### src/hw/rtl/fbpa_pkg.sv
// fbpa_pkg: shared types and constants of the fixed block pool allocator
// field widths, operation and status codes, register indexes, controller/datapath structs
// no dependencies

package fbpa_pkg;

   localparam int DATA_W      = 32;
   localparam int KIND_W      = 2;
   localparam int STATUS_W    = 3;
   localparam int SHIFT_W     = 4;
   localparam int COUNT_W     = 9;
   localparam int CSR_INDEX_W = 2;

   // operation codes
   localparam logic [KIND_W-1:0] KIND_INIT    = 2'd0;
   localparam logic [KIND_W-1:0] KIND_ALLOC   = 2'd1;
   localparam logic [KIND_W-1:0] KIND_FREE    = 2'd2;
   localparam logic [KIND_W-1:0] KIND_DESTROY = 2'd3;

   // result codes
   localparam logic [STATUS_W-1:0] STATUS_OK     = 3'd0;
   localparam logic [STATUS_W-1:0] STATUS_EMPTY  = 3'd1;
   localparam logic [STATUS_W-1:0] STATUS_RANGE  = 3'd2;
   localparam logic [STATUS_W-1:0] STATUS_ALIGN  = 3'd3;
   localparam logic [STATUS_W-1:0] STATUS_UNINIT = 3'd4;

   // register indexes
   localparam logic [CSR_INDEX_W-1:0] CSR_BASE  = 2'd0;
   localparam logic [CSR_INDEX_W-1:0] CSR_SHIFT = 2'd1;
   localparam logic [CSR_INDEX_W-1:0] CSR_COUNT = 2'd2;

   // register reset values and legal block size range
   localparam logic [DATA_W-1:0]  BASE_RESET  = 32'd0;
   localparam logic [SHIFT_W-1:0] SHIFT_RESET = 4'd3;
   localparam logic [COUNT_W-1:0] COUNT_RESET = 9'd1;
   localparam logic [SHIFT_W-1:0] SHIFT_MIN   = 4'd3;
   localparam logic [SHIFT_W-1:0] SHIFT_MAX   = 4'd12;

   // controller to datapath
   typedef struct packed {
      logic accept;   // latch the request
      logic commit;   // execute the latched request and load the result register
      logic walk;     // write one link entry of the init sweep
   } cmd_type;

   // datapath to controller
   typedef struct packed {
      logic init_go;    // latched request is an init with a legal configuration
      logic walk_last;  // current sweep entry is the final block
      logic out_free;   // result register can take a new result this cycle
   } sts_type;

endpackage

### src/hw/rtl/fbpa_ctrl.sv
// fbpa_ctrl: sequencing state machine of the block pool allocator
// issues accept, commit and sweep commands to fbpa_datapath
// depends on fbpa_pkg

module fbpa_ctrl (
   input  logic             clock,
   input  logic             reset,
   input  logic             req_valid,
   output logic             req_ready,
   input  fbpa_pkg::sts_type sts,
   output fbpa_pkg::cmd_type cmd
);

   typedef enum logic [1:0] {
      ST_IDLE,
      ST_EXEC,
      ST_WALK
   } state_type;

   state_type state_ff, state_in;
   logic      req_ready_ff, req_ready_in;

   always_comb begin
      state_in     = state_ff;
      req_ready_in = req_ready_ff;
      cmd.accept   = 1'b0;
      cmd.commit   = 1'b0;
      cmd.walk     = 1'b0;
      unique case (state_ff)
         ST_IDLE: begin
            cmd.accept = req_valid && req_ready_ff;
            if (cmd.accept) begin
               state_in     = ST_EXEC;
               req_ready_in = 1'b0;
            end
         end
         ST_EXEC: begin
            cmd.commit = sts.out_free;
            if (sts.out_free) begin
               if (sts.init_go) begin
                  state_in = ST_WALK;
               end else begin
                  state_in     = ST_IDLE;
                  req_ready_in = 1'b1;
               end
            end
         end
         ST_WALK: begin
            cmd.walk = 1'b1;
            if (sts.walk_last) begin
               state_in     = ST_IDLE;
               req_ready_in = 1'b1;
            end
         end
         default: begin
            state_in     = ST_IDLE;
            req_ready_in = 1'b1;
         end
      endcase
   end

   always_ff @(posedge clock) begin
      if (reset) begin
         state_ff     <= ST_IDLE;
         req_ready_ff <= 1'b1;
      end else begin
         state_ff     <= state_in;
         req_ready_ff <= req_ready_in;
      end
   end

   assign req_ready = req_ready_ff;

endmodule

### src/hw/rtl/fbpa_datapath.sv
// fbpa_datapath: request latch, configuration, pool state, link memory and result register
// carries out the commands of fbpa_ctrl and reports status back
// depends on fbpa_pkg

module fbpa_datapath #(
   parameter int MAX_BLOCKS = 256
) (
   input  logic                                clock,
   input  logic                                reset,
   input  fbpa_pkg::cmd_type                   cmd,
   output fbpa_pkg::sts_type                   sts,
   input  logic [fbpa_pkg::KIND_W-1:0]         req_kind,
   input  logic [fbpa_pkg::DATA_W-1:0]         req_address,
   input  logic                                csr_write_enable,
   input  logic [fbpa_pkg::CSR_INDEX_W-1:0]    csr_index,
   input  logic [fbpa_pkg::DATA_W-1:0]         csr_write_data,
   output logic                                rsp_valid,
   input  logic                                rsp_ready,
   output logic [fbpa_pkg::STATUS_W-1:0]       rsp_status,
   output logic [fbpa_pkg::DATA_W-1:0]         rsp_block_address
);

   localparam int IDX_W  = $clog2(MAX_BLOCKS + 1);
   localparam int MEM_AW = $clog2(MAX_BLOCKS);
   localparam logic [IDX_W-1:0] NULL_IDX = IDX_W'(MAX_BLOCKS);
   localparam logic [fbpa_pkg::DATA_W-1:0] MAX_WIDE = fbpa_pkg::DATA_W'(MAX_BLOCKS);

   // configuration registers
   logic [fbpa_pkg::DATA_W-1:0]  cfg_base_ff;
   logic [fbpa_pkg::SHIFT_W-1:0] cfg_shift_ff;
   logic [fbpa_pkg::COUNT_W-1:0] cfg_count_ff;

   // pool geometry latched at init
   logic [fbpa_pkg::DATA_W-1:0]  pool_base_ff;
   logic [fbpa_pkg::SHIFT_W-1:0] pool_shift_ff;
   logic [fbpa_pkg::COUNT_W-1:0] pool_count_ff;
   logic [fbpa_pkg::DATA_W-1:0]  pool_region_ff;
   logic [fbpa_pkg::DATA_W-1:0]  pool_mask_ff;

   // pool state
   logic [IDX_W-1:0] head_ff, head_in;
   logic             init_ff, init_in;
   logic [MEM_AW-1:0] walk_cnt_ff;

   // latched request
   logic [fbpa_pkg::KIND_W-1:0] req_kind_ff;
   logic [fbpa_pkg::DATA_W-1:0] req_address_ff;

   // result register
   logic                          rsp_valid_ff;
   logic [fbpa_pkg::STATUS_W-1:0] rsp_status_ff, status_in;
   logic [fbpa_pkg::DATA_W-1:0]   rsp_address_ff, address_in;

   // link memory
   logic [IDX_W-1:0]  link_mem [MAX_BLOCKS];
   logic [IDX_W-1:0]  link_rd_ff;
   logic [MEM_AW-1:0] rd_addr;
   logic              mem_we;
   logic [MEM_AW-1:0] mem_waddr;
   logic [IDX_W-1:0]  mem_wdata;

   logic [fbpa_pkg::DATA_W-1:0] offset;
   logic [fbpa_pkg::DATA_W-1:0] block_index;
   logic [fbpa_pkg::DATA_W-1:0] alloc_address;
   logic [IDX_W-1:0]            link_next;
   logic                        count_ok;
   logic                        shift_ok;
   logic                        init_go;
   logic                        push;

   assign count_ok = (cfg_count_ff != '0)
                     && (fbpa_pkg::DATA_W'(cfg_count_ff) <= MAX_WIDE);
   assign shift_ok = (cfg_shift_ff >= fbpa_pkg::SHIFT_MIN)
                     && (cfg_shift_ff <= fbpa_pkg::SHIFT_MAX);

   assign offset        = req_address_ff - pool_base_ff;
   assign block_index   = offset >> pool_shift_ff;
   assign alloc_address = pool_base_ff + (fbpa_pkg::DATA_W'(head_ff) << pool_shift_ff);
   assign link_next     = (link_rd_ff > NULL_IDX) ? NULL_IDX : link_rd_ff;

   always_comb begin
      status_in  = fbpa_pkg::STATUS_OK;
      address_in = '0;
      head_in    = head_ff;
      init_in    = init_ff;
      init_go    = 1'b0;
      push       = 1'b0;
      if (req_kind_ff == fbpa_pkg::KIND_INIT) begin
         if (!count_ok) begin
            status_in = fbpa_pkg::STATUS_RANGE;
         end else if (!shift_ok) begin
            status_in = fbpa_pkg::STATUS_ALIGN;
         end else begin
            init_go = 1'b1;
            head_in = '0;
            init_in = 1'b1;
         end
      end else if (!init_ff) begin
         status_in = fbpa_pkg::STATUS_UNINIT;
      end else begin
         case (req_kind_ff)
            fbpa_pkg::KIND_ALLOC: begin
               if (head_ff >= NULL_IDX) begin
                  status_in = fbpa_pkg::STATUS_EMPTY;
               end else begin
                  address_in = alloc_address;
                  head_in    = link_next;
               end
            end
            fbpa_pkg::KIND_FREE: begin
               if (offset >= pool_region_ff) begin
                  status_in = fbpa_pkg::STATUS_RANGE;
               end else if ((offset & pool_mask_ff) != '0) begin
                  status_in = fbpa_pkg::STATUS_ALIGN;
               end else if (block_index >= MAX_WIDE) begin
                  status_in = fbpa_pkg::STATUS_RANGE;
               end else begin
                  push    = 1'b1;
                  head_in = block_index[IDX_W-1:0];
               end
            end
            default: begin
               init_in = 1'b0;
               head_in = NULL_IDX;
            end
         endcase
      end
   end

   // status back to the controller
   assign sts.init_go   = init_go;
   assign sts.walk_last = (fbpa_pkg::DATA_W'(walk_cnt_ff) + 1) == fbpa_pkg::DATA_W'(pool_count_ff);
   assign sts.out_free  = !rsp_valid_ff || rsp_ready;

   // single write port: sweep entry or freed block
   always_comb begin
      mem_we    = 1'b0;
      mem_waddr = walk_cnt_ff;
      mem_wdata = sts.walk_last ? NULL_IDX : (IDX_W'(walk_cnt_ff) + IDX_W'(1));
      if (cmd.walk) begin
         mem_we = 1'b1;
      end else if (cmd.commit && push) begin
         mem_we    = 1'b1;
         mem_waddr = block_index[MEM_AW-1:0];
         mem_wdata = head_ff;
      end
   end

   // read port follows the head
   assign rd_addr = (head_ff >= NULL_IDX) ? '0 : head_ff[MEM_AW-1:0];

   always_ff @(posedge clock) begin
      if (mem_we) begin
         link_mem[mem_waddr] <= mem_wdata;
      end
      link_rd_ff <= link_mem[rd_addr];
   end

   always_ff @(posedge clock) begin
      if (reset) begin
         cfg_base_ff    <= fbpa_pkg::BASE_RESET;
         cfg_shift_ff   <= fbpa_pkg::SHIFT_RESET;
         cfg_count_ff   <= fbpa_pkg::COUNT_RESET;
         pool_base_ff   <= fbpa_pkg::BASE_RESET;
         pool_shift_ff  <= fbpa_pkg::SHIFT_RESET;
         pool_count_ff  <= fbpa_pkg::COUNT_RESET;
         pool_region_ff <= fbpa_pkg::DATA_W'(fbpa_pkg::COUNT_RESET) << fbpa_pkg::SHIFT_RESET;
         pool_mask_ff   <= (fbpa_pkg::DATA_W'(1) << fbpa_pkg::SHIFT_RESET) - 1'b1;
         head_ff        <= NULL_IDX;
         init_ff        <= 1'b0;
         walk_cnt_ff    <= '0;
         rsp_valid_ff   <= 1'b0;
      end else begin
         if (csr_write_enable) begin
            unique case (csr_index)
               fbpa_pkg::CSR_BASE:  cfg_base_ff  <= csr_write_data;
               fbpa_pkg::CSR_SHIFT: cfg_shift_ff <= csr_write_data[fbpa_pkg::SHIFT_W-1:0];
               fbpa_pkg::CSR_COUNT: cfg_count_ff <= csr_write_data[fbpa_pkg::COUNT_W-1:0];
               default: ;
            endcase
         end
         if (cmd.commit) begin
            head_ff      <= head_in;
            init_ff      <= init_in;
            walk_cnt_ff  <= '0;
            rsp_valid_ff <= 1'b1;
            if (init_go) begin
               pool_base_ff   <= cfg_base_ff;
               pool_shift_ff  <= cfg_shift_ff;
               pool_count_ff  <= cfg_count_ff;
               pool_region_ff <= fbpa_pkg::DATA_W'(cfg_count_ff) << cfg_shift_ff;
               pool_mask_ff   <= (fbpa_pkg::DATA_W'(1) << cfg_shift_ff) - 1'b1;
            end
         end else if (rsp_ready) begin
            rsp_valid_ff <= 1'b0;
         end
         if (cmd.walk) begin
            walk_cnt_ff <= walk_cnt_ff + 1'b1;
         end
      end
   end

   // request latch and result payload
   always_ff @(posedge clock) begin
      if (cmd.accept) begin
         req_kind_ff    <= req_kind;
         req_address_ff <= req_address;
      end
      if (cmd.commit) begin
         rsp_status_ff  <= status_in;
         rsp_address_ff <= address_in;
      end
   end

   assign rsp_valid         = rsp_valid_ff;
   assign rsp_status        = rsp_status_ff;
   assign rsp_block_address = rsp_address_ff;

   // head never carries an index past the null marker
   assert property (@(posedge clock) disable iff (reset) head_ff <= NULL_IDX)
      else $error("head index beyond null marker");

   // during the init sweep the pool is already live with block 0 at the head
   assert property (@(posedge clock) disable iff (reset)
      cmd.walk |-> (init_ff && (head_ff == '0)))
      else $error("init sweep without live pool");

   // sweep stays inside the latched block count
   assert property (@(posedge clock) disable iff (reset)
      cmd.walk |-> (fbpa_pkg::DATA_W'(walk_cnt_ff) < fbpa_pkg::DATA_W'(pool_count_ff)))
      else $error("init sweep beyond block count");

   // a freed block becomes the head on the next cycle
   assert property (@(posedge clock) disable iff (reset)
      (cmd.commit && push) |=> (head_ff == $past(block_index[IDX_W-1:0])))
      else $error("freed block not pushed");

endmodule

### src/hw/rtl/fixed_block_pool_allocator_unit.sv
// fixed_block_pool_allocator_unit: top level joining fbpa_ctrl and fbpa_datapath, uses fbpa_pkg
// each request is latched, then its result enters the result register once that register is free
// a new request is taken only once the previous one has committed and, for an init, has swept
// the link memory through its single write port, one link entry a cycle
// reset: synchronous, active high; pool uninitialised, free list empty, registers at 0 / 3 / 1
// the link memory is not cleared at reset, init writes every entry it later reads

module fixed_block_pool_allocator_unit #(
   parameter int MAX_BLOCKS = 256
) (
   input  logic                              clock,
   input  logic                              reset,
   // request channel
   input  logic                              req_valid,
   output logic                              req_ready,
   input  logic [fbpa_pkg::KIND_W-1:0]       req_kind,
   input  logic [fbpa_pkg::DATA_W-1:0]       req_address,
   // result channel
   output logic                              rsp_valid,
   input  logic                              rsp_ready,
   output logic [fbpa_pkg::STATUS_W-1:0]     rsp_status,
   output logic [fbpa_pkg::DATA_W-1:0]       rsp_block_address,
   // configuration write port
   input  logic                              csr_write_enable,
   input  logic [fbpa_pkg::CSR_INDEX_W-1:0]  csr_index,
   input  logic [fbpa_pkg::DATA_W-1:0]       csr_write_data
);

   // command and status between sequencer and datapath
   fbpa_pkg::cmd_type cmd;
   fbpa_pkg::sts_type sts;

   // sequencer: idle, execute, init sweep
   // a new request is taken in idle even while the previous result still waits
   fbpa_ctrl u_ctrl (
      .clock     (clock),
      .reset     (reset),
      .req_valid (req_valid),
      .req_ready (req_ready),
      .sts       (sts),
      .cmd       (cmd)
   );

   // datapath: the link memory read port always follows the head, so the
   // successor of the head block is registered in the cycle after any head update
   // and an alloc is a single read-modify-write of the free list
   fbpa_datapath #(
      .MAX_BLOCKS (MAX_BLOCKS)
   ) u_datapath (
      .clock             (clock),
      .reset             (reset),
      .cmd               (cmd),
      .sts               (sts),
      .req_kind          (req_kind),
      .req_address       (req_address),
      .csr_write_enable  (csr_write_enable),
      .csr_index         (csr_index),
      .csr_write_data    (csr_write_data),
      .rsp_valid         (rsp_valid),
      .rsp_ready         (rsp_ready),
      .rsp_status        (rsp_status),
      .rsp_block_address (rsp_block_address)
   );

endmodule

### config.mk
export PLATFORM = sky130hd
export DESIGN_NAME = fixed_block_pool_allocator_unit
export DESIGN_NICKNAME = d
export VERILOG_FILES = /design/src/hw/rtl/fbpa_pkg.sv /design/src/hw/rtl/fbpa_ctrl.sv /design/src/hw/rtl/fbpa_datapath.sv /design/src/hw/rtl/fixed_block_pool_allocator_unit.sv
export SDC_FILE = /design/constraint.sdc
export NUM_CORES = 2
export LEC_CHECK = 0
export BUFFER_PORTS_ARGS = -buffer_cell sky130_fd_sc_hd__buf_2
export CAP_MARGIN = 5
export CORE_ASPECT_RATIO = 0.9
export CORE_MARGIN = 3
export CORE_UTILIZATION = 40
export CTS_BUF_LIST = sky130_fd_sc_hd__clkbuf_2 sky130_fd_sc_hd__clkbuf_4 sky130_fd_sc_hd__clkbuf_8
export DETAILED_ROUTE_END_ITERATION = 8
export PLACE_DENSITY = 0.61
export SKIP_CTS_REPAIR_TIMING = 1
export SLEW_MARGIN = 40
export SYNTH_ARGS = -nofsm -noshare
export SYNTH_HDL_FRONTEND = slang
export SYNTH_SLANG_ARGS = --single-unit
### constraint.sdc
create_clock -name clock -period 18.1 [get_ports clock]
set_input_delay 2.715 -clock clock [delete_from_list [all_inputs] [get_ports clock]]
set_output_delay 2.715 -clock clock [all_outputs]
set_load 0.005 [all_outputs]
# ---- Yosys cells after proc, flatten, opt, wreduce, memory -nomap -nowiden
# Memory sizes are Yosys's and may differ from the RTL's. A register that Yosys moved wholly into a read port is not among the register bits.
# Cells that the tools add are included.
dict set report totals {
  n_memories 1
  register_bits 245
  elab_cells 140
  ram_bits 2304
}
# name words width rd rd_clocked_by_memory_dff write_ports line
set mem_list {}
lappend mem_list {u_datapath.link_mem 256 9 1 1 1 fbpa_datapath.sv:55} ;# logic [IDX_W-1:0] link_mem [MAX_BLOCKS];
dict set report classes {
  n_mux 60
  eq_ne 17
  bitwise_logic 3
  order_cmp 7
  n_reduce_logical 24
  shifts 4
  add_sub_neg 6
}
# operator count
set ops {}
lappend ops {{$mux W9} 12}
lappend ops {{$shl A9 B4 Y32} 2}
lappend ops {{$mux W8} 5}
lappend ops {{$add A32 B32 Y32} 1}
lappend ops {{$and A32 B32 Y32} 1}
lappend ops {{$eq A32 B9 Y1} 1}
lappend ops {{$ge A32 B32 Y1} 1}
lappend ops {{$ge A32 B9 Y1 const B} 1}
lappend ops {{$reduce_bool A32 Y1} 1}
lappend ops {{$shl A1 B4 Y32 const A} 1}
lappend ops {{$shr A32 B4 Y32} 1}
lappend ops {{$sub A32 B1 Y32 const B} 1}
lappend ops {{$sub A32 B32 Y32} 1}
lappend ops {{$mux W1} 28}
lappend ops {{$add A8 B1 Y9 const B} 2}
lappend ops {{$pmux W9 S2} 1}
lappend ops {{$mux W3} 5}
lappend ops {{$mux W2} 6}
lappend ops {{$ne A3 B2 Y1 const B} 4}
lappend ops {{$ne A2 B1 Y1 const B} 5}
lappend ops {{$ge A9 B9 Y1 const B} 1}
lappend ops {{$gt A9 B9 Y1 const B} 1}
lappend ops {{$le A9 B9 Y1 const B} 1}
lappend ops {{$reduce_bool A9 Y1} 1}
lappend ops {{other kinds (21)} 37}

# ---- Longest topological paths before layout
dict set report depth {
  depth_word 14
  depth_mapped 25
  mapped_depth_nobuf 22
}

# ---- By module
# A second synthesis with hierarchy kept.
dict set report unflattened {
  cells_unflattened 6827
  hier_area_um2 105865.3
}
# module cells_per_inst area_each_um2 instances
set by_module_without_submodules {}
lappend by_module_without_submodules {fbpa_datapath 6809 105682.6 1}
lappend by_module_without_submodules {fbpa_ctrl 18 182.7 1}

# ---- Worst setup path after synthesis
# Ideal clock, no wire load.
dict set report synth_path {
  path_type {input to register}
  from {input rsp_ready}
  to {memory u_datapath.link_mem[0][3] in the netlist's numbering (data pin)}
  t_arrival_ns 14.631
  stages 9
  setup_ns 2.234
  slack_ns 1.235
  t_required_ns 15.866
  path_buffers 3
  cell_sequence {nand2b_1 > nand2_1 > inv_1 > nand3_1 > nor4_2 > buf_4 > buf_6 > buf_6 > o31ai_1}
}
# element line
set synth_rtl {}
lappend synth_rtl {{start: declaration} fixed_block_pool_allocator_unit.sv:20} ;# input logic rsp_ready,
lappend synth_rtl {{end: declaration} fbpa_datapath.sv:55}

# ---- Final worst setup path
dict set report layout_path {
  from {register u_datapath.req_address_ff[0] in the netlist's numbering}
  to {memory u_datapath.link_mem[2][3] in the netlist's numbering (enable)}
}
dict set report layout_via {
  elab_chain_len 14
  word_cells_on_any_way 19
  classes_between {add/sub: 1; order compare: 2; shift: 1; mux: 12; bitwise: 1; reduce/logical: 2}
}
# element line
set layout_rtl {}
lappend layout_rtl {{start: declaration} fbpa_datapath.sv:47} ;# logic [fbpa_pkg::DATA_W-1:0] req_address_ff;
lappend layout_rtl {{start signal: assignment} fbpa_datapath.sv:207} ;# req_address_ff <= req_address;
lappend layout_rtl {{$sub A32 B32 Y32 *} fbpa_datapath.sv:76} ;# assign offset = req_address_ff - pool_base_ff;
lappend layout_rtl {{$shr A32 B4 Y32} fbpa_datapath.sv:77} ;# assign block_index = offset >> pool_shift_ff;
lappend layout_rtl {{$ge A32 B9 Y1} fbpa_datapath.sv:115} ;# end else if (block_index >= MAX_WIDE) begin
lappend layout_rtl {{$mux W1} fbpa_datapath.sv:115}
lappend layout_rtl {{$mux W1} fbpa_datapath.sv:113} ;# end else if ((offset & pool_mask_ff) != '0) begin
lappend layout_rtl {{$mux W1} fbpa_datapath.sv:111} ;# if (offset >= pool_region_ff) begin
lappend layout_rtl {{$mux W1} fbpa_datapath.sv:101} ;# case (req_kind_ff)
lappend layout_rtl {{$mux W1} fbpa_datapath.sv:98} ;# end else if (!init_ff) begin
lappend layout_rtl {{$mux W1} fbpa_datapath.sv:88} ;# if (req_kind_ff == fbpa_pkg::KIND_INIT) begin
lappend layout_rtl {{$logic_and A1 B1 Y1} fbpa_datapath.sv:142} ;# end else if (cmd.commit && push) begin
lappend layout_rtl {{$mux W1} fbpa_datapath.sv:142}
lappend layout_rtl {{$mux W1} fbpa_datapath.sv:140} ;# if (cmd.walk) begin
lappend layout_rtl {{$mux W1} fbpa_datapath.sv:153} ;# if (mem_we) begin
lappend layout_rtl {{$mux W1 (not written as such)} fbpa_datapath.sv:154} ;# link_mem[mem_waddr] <= mem_wdata;
# Every way passes the cells marked *; elsewhere a longest branch is shown, timed or not.

==> results by group <==
Synthesis
  • Most instantiated cells after synthesis: 2373 x edfxtp_1, 598 x nand2_1, 393 x nor2_1
  • Seq/Total Area, Yosys: 0.7132
  • Post-synth top area cell: edfxtp_1
  • EDFF count, synth: 2373
  • Avg Cell Area, Syn: 15.41 um2
  • #FFs+latches synth: 2549
  • Unique masters post-synth: 96
  • Asr flop ratio synth: 0
  • Top-area cell type share of the netlist area: 0.6796
  • Mapped Area: 104900 um2
  • Top post-synthesis cells by area: edfxtp_1 68%, mux4_2 6.4%, dfxtp_1 3.4%
  • Primary FF master, synth: edfxtp_1
  • Synth warnings: 0
  • Post-synthesis net count: 6964
  • Gate Count Post-Synth: 6805
  • Count leader, synth: edfxtp_1

Placement
  • Dpl cells: 10.08k
  • Dpl hpwl: 183.5 mm
  • Port-buffer cells: 109
  • Gpl congestion: 0.9274

Cells and area
  • Fillers: 22.54k
  • Nets: 7156
  • Share of layout cells above drive strength 1: 0.1966
  • Area Growth Syn to Fin: 12.98%
  • Register area: 74790 um2
  • Finished Layout Cells: 10.79k
  • Multi-input gate area: 28960 um2

Hold path
  • Hold Path Stages: 2
  • Worst min-delay path endpoint: u_datapath.pool_mask_ff[31]$_SDFFE_PP0P_
  • HP Class: register to register
  • Hold_sp: u_datapath.pool_mask_ff[31]$_SDFFE_PP0P_

Timing
  • Relative slew slack: 0.3761
  • Final setup violation count: 0
  • Max Slew Vio Count: 0
  • Final Cycle Share: 0.4671
  • Unrepaired setup endpoints after global routing: false
  • Final Hold Fails: 0
  • FMAX: 118.3 MHz
  • Final min period: 8.455 ns
  • Slew @ Worst Pin: 0.9359 ns
  • Clock skew: 0.07085 ns
  • Setup TNS: 0 ns

Routing
  • Via density: 5.897
  • Post-route ant nets: 0
  • Vias: 63.65k
  • DR iter-0 viols: 7834
  • Drt first pass iters: 8
  • Residual DRC: 0
  • Routed wire length: 294.8 mm
  • WL per Instance: 27.31 um

Die
  • Core area: 259600 um2
  • # IOs: 110
  • Starting Density: 0.4040
  • Rows: 177
  • Die ar.: 268300 um2
  • Die Width: 545.7 um
  • Die Y: 491.7 um

CTS
  • Skew-Pair Late Insertion Delay: 1.01 ns
  • CTS max path bufs: 4
  • Root buffer cell: clkbuf_8
  • Worst-path clk slew: 0.06 ns
  • TritonCTS clock tree: built
  • H-tree Lvls: 5
  • CTS sink count: 2549
  • Total CTS buffers: 395

Critical path
  • CP max stage delay: 0.68 ns
  • R2R cell count: 24
  • R2R Setup Slk: 9.64 ns
  • Cells along the critical path: inv_1 > ha_1 > inv_1 > fa_1 > a211oi_1 > a2bb2oi_1 > a21o_1 > o31ai_1 > xor2_1 > ha_1 > a2111o_1 > a211o_1 > a311oi_1 > nor4_1 > maj3_1 > a211oi_1 > nor2_1 > or4b_1 > or3_1 > nor4_2 > buf_4 > a31oi_4 > buf_4 > nor2_1
  • Worst EP required: 18.66 ns
  • Startpoint Class: register
  • Reg-to-Reg Start: u_datapath.req_address_ff[0]$_DFFE_PP_
  • Buffers & Inverters on Critical Path: 4
  • CP Capture Type: register
  • Slowest CP cell: buf_4
  • Worst reg2reg endpoint: u_datapath.link_mem[2][3]$_DFFE_PP_
  • CP Class: register to register
  • Critical Path AT: 9.02 ns
  • Critical path fanouts, max: 37
  • CP delay by family, top: compound AO/OA/AOI/OAI gates

Power and ir drop
  • Pwr/cell area: 97.63 nW/um2
  • Max VDD drop: 0.05640 mV
  • Lkg Pwr: 37.99 nW

Global routing
  • Largest net degree at the start of global routing: 154
  • Total GRT Usage: 0.2128
  • Number of antenna violations at the first check in global routing: 8
  • Vias in the first global route: 61.62k
  • Global-route wire length before repair: 428.2 mm
  • Grt total ovfl: 0

Run
  • Max Cap Viol: 0

Run status
  • Status: complete, no violations
## cell usage in the layout, fill, tap and decap left out, types with 17 or more instances in the layout
| master | Yosys | layout |
|---|---|---|
| edfxtp_1 | 2373 | 2373 |
| nand2_1 | 598 | 592 |
| clkbuf_8 | 0 | 410 |
| a211oi_1 | 364 | 356 |
| nor2_1 | 393 | 330 |
| mux2i_1 | 340 | 328 |
| mux4_2 | 298 | 298 |
| o22ai_1 | 295 | 295 |
| a21oi_1 | 285 | 239 |
| nor3_1 | 222 | 222 |
| dfxtp_1 | 176 | 172 |
| buf_2 | 24 | 111 |
| a31oi_1 | 119 | 103 |
| buf_4 | 7 | 100 |
| clkinv_1 | 3 | 97 |
| clkbuf_4 | 0 | 93 |
| inv_1 | 88 | 87 |
| ha_1 | 84 | 84 |
| nor2_2 | 20 | 81 |
| o21ai_0 | 73 | 73 |
| a311oi_1 | 76 | 63 |
| clkinv_2 | 0 | 63 |
| nand3_1 | 50 | 48 |
| a21oi_2 | 2 | 45 |
| and2_1 | 42 | 42 |
| xnor2_1 | 30 | 29 |
| a21o_1 | 29 | 29 |
| or3_1 | 28 | 28 |
| nand2b_1 | 27 | 27 |
| xor2_1 | 24 | 24 |
| nand4_1 | 22 | 22 |
| bufinv_16 | 0 | 21 |
| nor2b_1 | 28 | 20 |
| buf_6 | 3 | 20 |
| mux2_2 | 19 | 19 |
| buf_12 | 0 | 19 |
| a22oi_1 | 17 | 17 |
## worst max-delay path by stage
| stage | startpoint | endpoint | depth (start not counted) |
|---|---|---|---|
| detailed placement | u_datapath.req_address_ff[0]$_DFFE_PP_ | u_datapath.link_mem[221][8]$_DFFE_PP_ | 24 |
| global placement | u_datapath.req_address_ff[0]$_DFFE_PP_ | u_datapath.link_mem[150][0]$_DFFE_PP_ | 24 |
| global route | u_datapath.req_address_ff[0]$_DFFE_PP_ | u_datapath.link_mem[2][3]$_DFFE_PP_ | 24 |
| CTS | u_datapath.req_address_ff[0]$_DFFE_PP_ | u_datapath.link_mem[9][2]$_DFFE_PP_ | 25 |
| floorplan | rsp_ready | u_datapath.link_mem[0][3]$_DFFE_PP_ | 9 |
| finish | u_datapath.req_address_ff[0]$_DFFE_PP_ | u_datapath.link_mem[2][3]$_DFFE_PP_ | 24 |
## state kept, by name (all words and copies together), names as in the netlist, 24 cells and up
name and flops:
u_datapath.req_address_ff 32, u_datapath.pool_base_ff 32, u_datapath.rsp_block_address 32, u_datapath.pool_region_ff 24, u_datapath.link_mem 2304, u_datapath.cfg_base_ff 32
u_datapath.pool_mask_ff 31
## per-stage QoR
stage          power [mW]  hold WS (ns)  area, um2  utilization  setup WS (ns)
6_report            11.57        0.4534     118500       0.4565          9.645
5_1_grt             11.94        0.4707     118500       0.4564          9.302
4_1_cts             11.64        0.4545     118100       0.4549          9.726
3_5_place_dp        6.831        0.4392     110300       0.4248          9.771
3_3_place_gp        6.828        0.4395     109600       0.4222          9.416
2_1_floorplan       6.713        0.4165     104900            -          1.235
## layer usage
| metal | wire, um | vias to the layer above | part of all wire | track usage |
|---|---|---|---|---|
| met3 | 29860 | 546 | 0.10 | 0.04917 |
| li1 | - | 27410 | - | - |
| met5 | 13 | - | 0.000044 | 0 |
| met2 | 126700 | 3430 | 0.43 | 0.3045 |
| met1 | 128800 | 32260 | 0.44 | 0.3203 |
| met4 | 9395 | 2 | 0.032 | 0.06757 |
## worst register-to-register path, stage by stage, from the launching register on
cell and delay (ns):
edfxtp_1 0.39, inv_1 0.10, ha_1 0.15, inv_1 0.05, fa_1 0.40, a211oi_1 0.39
a2bb2oi_1 0.30, a21o_1 0.31, o31ai_1 0.14, xor2_1 0.27, ha_1 0.30, a2111o_1 0.39
a211o_1 0.30, a311oi_1 0.25, nor4_1 0.12, maj3_1 0.38, a211oi_1 0.28, nor2_1 0.11
or4b_1 0.64, or3_1 0.36, nor4_2 0.19, buf_4 0.68, a31oi_4 0.54, buf_4 0.40
nor2_1 0.65
## layout make-up
cell class | instances | area share
Timing Repair Buffer | 263 | 0.01844
Clock inverter | 197 | 0.01240
Inverter | 95 | 0.003010
Antenna cell | 3 | 0.00006337
Multi-Input combinational cell | 3693 | 0.2444
Sequential cell | 2549 | 0.6313
Clock buffer | 503 | 0.05352
Tap cell | 3490 | 0.03686
## power by group
part / leakage [nW] / internal (mW) / switching, mW
registers: 24.8 / 6.39 / 0.0132
clock network: 4.12 / 2.60 / 2.25
logic: 9.09 / 0.0905 / 0.225
total: 38.0 / 9.08 / 2.49
## cells by family (layout without fill, tap and decap cells)
| logic type | count (synthesis) | count (layout) | share of synthesized area |
|---|---|---|---|
| DFF | 2549 | 2549 | 0.7132 |
| and+or+nand+nor | 1508 | 1508 | 0.06404 |
| AOI/OAI and AO/OA | 1383 | 1383 | 0.08782 |
| muxes | 658 | 658 | 0.09863 |
| buffers and inverters | 563 | 1058 | 0.02093 |
| adders and majority gates | 88 | 88 | 0.01060 |
| xor gates and xnor gates | 56 | 56 | 0.004821 |
| other | 0 | 3 | 0 |
(Power assumes the default switching activity.)
